<file path="config.mk">
export PLATFORM = sky130hd
export DESIGN_NAME = hpsm_ctrl
export DESIGN_NICKNAME = d
export VERILOG_FILES = /design/src/rtl/hpsm_pkg.sv /design/src/rtl/hpsm_ctrl.sv
export SDC_FILE = /design/constraint.sdc
export NUM_CORES = 1
export LEC_CHECK = 0
export BUFFER_PORTS_ARGS = -buffer_cell sky130_fd_sc_hd__buf_2
export CAP_MARGIN = 25
export CORE_UTILIZATION = 30
export CTS_CLUSTER_SIZE = 14
export DETAILED_ROUTE_END_ITERATION = 7
export GPL_TIMING_DRIVEN = 0
export HOLD_SLACK_MARGIN = 0.06
export PLACE_DENSITY = 0.5
export SETUP_SLACK_MARGIN = 0.2
export SYNTH_ARGS = -nofsm -noshare
export SYNTH_HDL_FRONTEND = slang
export SYNTH_SLANG_ARGS = --single-unit
</file>
<file path="constraint.sdc">
create_clock -name clk -period 3.3 [get_ports clk]
set_clock_uncertainty 0.15 [all_clocks]
set_input_delay 0.165 -clock clk [delete_from_list [all_inputs] [get_ports clk]]
set_output_delay 0.165 -clock clk [all_outputs]
set_load 0.05 [all_outputs]
</file>
<file path="src/rtl/hpsm_pkg.sv">
// Shared types, constants and tap-layout helpers for the Lt/Rt matrix
// with Hilbert phase shifter. No dependencies.
`default_nettype none

package hpsm_pkg;

  // Fixed-point constants used to build the coefficient table.
  localparam longint PI_Q28  = 64'sd843314857;
  localparam longint Q28_ONE = 64'sd1 << 28;

  // Commands from the controller to the datapath.
  typedef struct packed {
    logic capture;   // input transfer, register the samples
    logic load;      // write histories, read delayed direct pair
    logic issue;     // one multiply-accumulate step
    logic finish;    // form and register Lt/Rt
    logic mode;      // phase shift on
  } hpsm_cmd_t;

  // First tap index with a nonzero coefficient (tap offset from center is odd).
  function automatic int first_tap(input int tap_count);
    int delay;
    delay = (tap_count - 1) / 2;
    return (delay % 2 == 1) ? 0 : 1;
  endfunction

  // Number of nonzero taps.
  function automatic int nz_count(input int tap_count);
    return (tap_count - first_tap(tap_count) + 1) / 2;
  endfunction

endpackage

`default_nettype wire

</file>
<file path="src/rtl/hpsm_ctrl.sv">
// Controller for the Lt/Rt matrix: sequences load, tap steps, pipeline
// drain and result hand-off. Holds the mode register. Uses hpsm_pkg.
`default_nettype none

module hpsm_ctrl #(
  parameter int TAP_COUNT = 127
) (
  input  wire logic              clk,
  input  wire logic              rst_n,
  input  wire logic              in_valid,
  output logic                   in_ready,
  output logic                   out_valid,
  input  wire logic              out_ready,
  input  wire logic              cfg_we,
  input  wire logic              cfg_data,
  output hpsm_pkg::hpsm_cmd_t    cmd
);
  import hpsm_pkg::*;

  localparam int NzCount = nz_count(TAP_COUNT);
  localparam int CntW    = $clog2(NzCount);

  typedef enum logic [2:0] {
    ST_IDLE,
    ST_LOAD,
    ST_MAC,
    ST_DRAIN_A,
    ST_DRAIN_B,
    ST_FINISH
  } state_t;

  state_t            state_r, state_nxt;
  logic [CntW-1:0]   cnt_r, cnt_nxt;
  logic              out_valid_r, out_valid_nxt;
  logic              mode_r, mode_nxt;
  logic              accept;

  always_comb begin
    state_nxt     = state_r;
    cnt_nxt       = cnt_r;
    mode_nxt      = cfg_we ? cfg_data : mode_r;
    out_valid_nxt = out_valid_r && !out_ready;
    in_ready      = (state_r == ST_IDLE);
    accept        = in_valid && in_ready;
    cmd           = '0;
    cmd.mode      = mode_r;
    cmd.capture   = accept;
    unique case (state_r)
      ST_IDLE: begin
        if (accept) begin
          state_nxt = mode_r ? ST_LOAD : ST_FINISH;
        end
      end
      ST_LOAD: begin
        cmd.load  = 1'b1;
        cnt_nxt   = '0;
        state_nxt = ST_MAC;
      end
      ST_MAC: begin
        cmd.issue = 1'b1;
        if (cnt_r == CntW'(NzCount - 1)) begin
          state_nxt = ST_DRAIN_A;
        end else begin
          cnt_nxt = cnt_r + CntW'(1);
        end
      end
      // These drain states wait while the last product passes through the product register into the accumulator.
      ST_DRAIN_A: state_nxt = ST_DRAIN_B;
      ST_DRAIN_B: state_nxt = ST_FINISH;
      ST_FINISH: begin
        if (!out_valid_r || out_ready) begin
          cmd.finish    = 1'b1;
          out_valid_nxt = 1'b1;
          state_nxt     = ST_IDLE;
        end
      end
      default: state_nxt = ST_IDLE;
    endcase
  end

  always_ff @(posedge clk) begin
    if (!rst_n) begin
      state_r     <= ST_IDLE;
      cnt_r       <= '0;
      out_valid_r <= 1'b0;
      mode_r      <= 1'b1;
    end else begin
      state_r     <= state_nxt;
      cnt_r       <= cnt_nxt;
      out_valid_r <= out_valid_nxt;
      mode_r      <= mode_nxt;
    end
  end

  assign out_valid = out_valid_r;

endmodule

`default_nettype wire

</file>
# Yosys cells after proc, flatten, opt, wreduce, memory -nomap -nowiden

Cells that the tools add are included.

Muxes and demuxes: 13
Equality and inequality tests: 10
Reductions and logical operators: 9
Add/subtract/negate cells: 1

Operators by type and width:

| operator                                       | number |
|---|---|
| one-hot mux 3 bit (6 select lines)             | 1 |
| two-way mux 3 bit                              | 4 |
| one-hot mux 6 bit (2 select lines)             | 1 |
| adder 6 x 1 -> 6 bit (second input constant)   | 1 |
| == test 3 x 2 -> 1 bit (second input constant) | 2 |
| == test 3 bit (second input constant)          | 2 |
| == test 6 bit (second input constant)          | 1 |
| two-way mux 1 bit                              | 6 |
| two-way mux 6 bit                              | 1 |
| != test 2 bit (second input constant)          | 3 |
| == test 3 x 1 -> 1 bit (second input constant) | 1 |
| zero test 3 bit                                | 1 |
| AND reduction 3 bit                            | 1 |
| logical AND 1 bit                              | 2 |
| zero test 1 bit                                | 2 |
| != test 2 x 1 -> 1 bit (second input constant) | 1 |
| AND reduction 2 bit                            | 1 |
| nonzero test 2 bit                             | 1 |
| logical OR 1 bit                               | 1 |

Logic and storage cells: 37
Input bits: 6
Output and inout bits: 7
Register bits after elaboration: 11

# Depth between registers and ports, before layout

Word-level depth: 4
Depth in mapped cells: 4

# Worst setup path after synthesis

Ideal clock, no wire load.

Kind: reg-to-output
From: register state_r[0]
To: output port in_ready
Path slack: 1.580 ns
Arrival time: 1.405 ns
Data required time: 2.985 ns
Stages on the path, launching flop included: 4
Buffers on the path: 1
Cells stage by stage: dfxtp_1 -> buf_2 -> or2_2 -> nor2_1

Cells in the longest elaborated chain, start to end: 1

Ends and longest elaborated chain:

| element                | line            | text |
|---|---|---|
| start, declared        | hpsm_ctrl.sv:32 | `state_t state_r, state_nxt;` |
| start signal, assigned | hpsm_ctrl.sv:88 | `state_r <= state_nxt;` |
| zero test 3 bit        | hpsm_ctrl.sv:43 | `in_ready = (state_r == ST_IDLE);` |
| end, declared          | hpsm_ctrl.sv:11 | `output logic in_ready,` |

No other way between the ends.

==> flow_summary.yaml <==
power_and_ir_drop:
  p_per_area_nw_per_um2: 468.3
  clkPwrFrac: 0.237
  p_leak_nw: 0.3244
  ir_drop_mv: 0.3007
  p_switching_w: 0.0001452
  power_frac_comb: 0.370
  switching_share: 0.3773
  p_seq_frac: 0.393
  p_int_w: 0.0002397
clocking:
  cts_resized: 0
  clk_path_buf_depth: 2
  clock_latency_ns: 0.27
  cts_sinks: 11
  cts_max_level: 1
  cts_root_buf: "clkbuf_4"
  hold_buffers: 2
  postCtsSetupRepairBufs: 0
  cts_buffers: 3
  clk_pin_slew_ns: 0.07
  cts_tree: "yes"
worst_setup_path:
  rr_worst_depth: 4
  critPathCaptureType: "primary output"
  required_ns: 2.98
  crit_type: "flip-flop to primary output"
  crit_fanout: 7
  start_kind: "flip-flop"
  arrival_ns: 1.61
timing:
  hold_viol_final: 0
  period_needed_ns: 1.926
  finalCritPeriodShare: 0.5836
  slew-limit-headroom: 0.7219
  fin_ws_ns: 1.374
  grt_setup_unrepaired: "no"
  setup_viol: 0
  worstMarginPinSlew_ns: 0.4143
  setup_tns_ns: 0
  slew_viol_final: 0
  fmax_mhz: 519.2
yosys:
  synth-main-ff-cell: "dfxtp_1"
  synth_top_family_by_area: "simple AND/OR/NAND/NOR gates"
  synth.distinct_cells: 38
  ys_async_sr_fraction: 0
  yosys.area_share.adder: 0.01835
  synth_top_cell_by_area: "dfxtp_1"
  synth-edff-count: 0
  yosys-top-cells-area: "dfxtp_1, nand3_1, a211o_1"
  muxShareOfSynthArea: 0.02936
  syn_nets: 85
  synth-compound-area-share: 0.2073
  syn_area_um2: 681.9
  synthXorXnorAreaFrac: 0.03853
  ys_seq_elements: 11
  yosys_warnings: 0
  synth_top_area_share: 0.3229
  synth_seq_area_share: 0.3229
  avgSynthCellArea_um2: 8.742
  synth-simple-area-share: 0.2899
  netlist_instances: 78
final_layout:
  fill_cells: 228
  area_growth_pct: 20.55
  nets: 104
  antenna_cells: 0
  final_common_cell: "buf_2"
  final_cell_mix: "buf_2, dfxtp_1, nand3_1"
  final_layout_size_suffix_gt1_frac: 0.2917
route:
  drtIter0Drc: 7
  drc: 0
  vias: 611
  routedWlPerCell_um: 11.80
  vias_per_cell: 4.967
  routed_wl_um: 1451
  firstDrtPassIters: 4
  met1_length_um: 752
  antenna_left: 0
  highest_layer: "met4"
  wl_met3_um: 65
  met2_wirelength_um: 617
place:
  pre_cts_ws_ns: 1.591
  gp_congestion: 0.7483
  portBuffers: 12
  dp_hpwl_um: 1037
flow_run:
  cap_violations: 0
global_routing:
  grt_pass1_wl_um: 2656
  grt_pass1_vias: 589
  overflow: 0
  grt_max_degree: 11
  track_usage: 0.1381
  antenna_found_initial: 0
floorplanning:
  pin_count: 13
  initial_core_util: 0.3339
  die_w_um: 49.68
  die_h_um: 49.68
  die_area_um2: 2468
  num_rows: 16
  core-area_um2: 2042
hold_path:
  hold_class: "input port to flip-flop"
  hold_path_depth: 3
status:
  status: "finished clean"
==> sequential cells by signal, summed over array words and instances (netlist names) <==
register and cells:
mode_r 1, out_valid 1, cnt_r 6, state_r 3
==> metal layers <==
layer | up-vias | GRT usage
met5 | - | 0
met4 | 0 | 0.02857
met3 | 2 | 0.04630
met2 | 12 | 0.2117
met1 | 272 | 0.1862
li1 | 325 | -
==> worst paths after layout <==
kind / from / endpoint / slack (ns)
max: state_r[1] / cmd[3] / 1.37
min: out_ready / out_valid / 0.07
max reg2reg: cnt_r[0] / state_r[0] / 1.58
min reg2reg: cnt_r[0] / cnt_r[0] / 0.34
==> cells in the mapped netlist (2+ instances only) <==
cell type  instances
a21oi_1            2
xor2_1             2
o2111ai_1          2
mux2i_1            2
nor2b_1            3
nand4bb_1          2
nand3_1            7
nor2_1             2
nor3_1             2
inv_1              4
o211ai_1           2
nand2b_1           3
buf_4              2
dfxtp_1           11
clkbuf_1           2
a211o_1            3
nand2_1            4
buf_2              3
==> metrics by stage <==
step	util	total power, W	instances	hold slack (ns)	area [um^2]
after floorplan	-	0.0002661	78	0.1430	681.9
after global placement	0.3799	0.0002947	117	0.2289	775.7
after detailed placement	0.3799	0.0002948	117	0.2419	775.7
after CTS	0.4026	0.0003908	123	0.06830	822.0
after global routing	0.4026	0.0004115	123	0.1173	822.0
final	0.4026	0.0003849	123	0.06715	822.0
==> cells by family (layout without fill, tap and decap cells) <==
family	count (synthesis)	after routing
AOI/OAI and AO/OA	18	18
xor gates and xnor gates	3	3
adders and majority gates	1	1
buffers and inverters	12	30
DFF	11	11
muxes	2	2
and+or+nand+nor	31	31
==> final cells by class <==
type | count | area (um^2) | share of cell area
inverter | 4 | 15.01 | 0.01826
sequential | 11 | 220.2 | 0.2679
tap | 27 | 33.78 | 0.04110
timing repair buffer | 14 | 80.08 | 0.09741
buffer | 8 | 48.80 | 0.05936
clock buffer | 4 | 26.28 | 0.03196
multi-input combinational | 55 | 397.9 | 0.4840
==> critical path, cell delays in order (launching register included) <==
cell	delay, ns
dfxtp_1	0.36
or3b_2	0.44
clkbuf_1	0.20
inv_1	0.08
buf_2	0.25
==> power by group through the flow <==
| stage | logic [W] | registers (W) | clock network [W] |
|---|---|---|---|
| after CTS | 0.000143 | 0.000151 | 0.0000963 |
| after floorplan | 0.000114 | 0.000152 | 0 |
| final | 0.000143 | 0.000151 | 0.0000911 |
| after global placement | 0.000140 | 0.000154 | 0 |
| after global routing | 0.000155 | 0.000153 | 0.000103 |
| after detailed placement | 0.000140 | 0.000154 | 0 |
(Power assumes the default switching activity.)
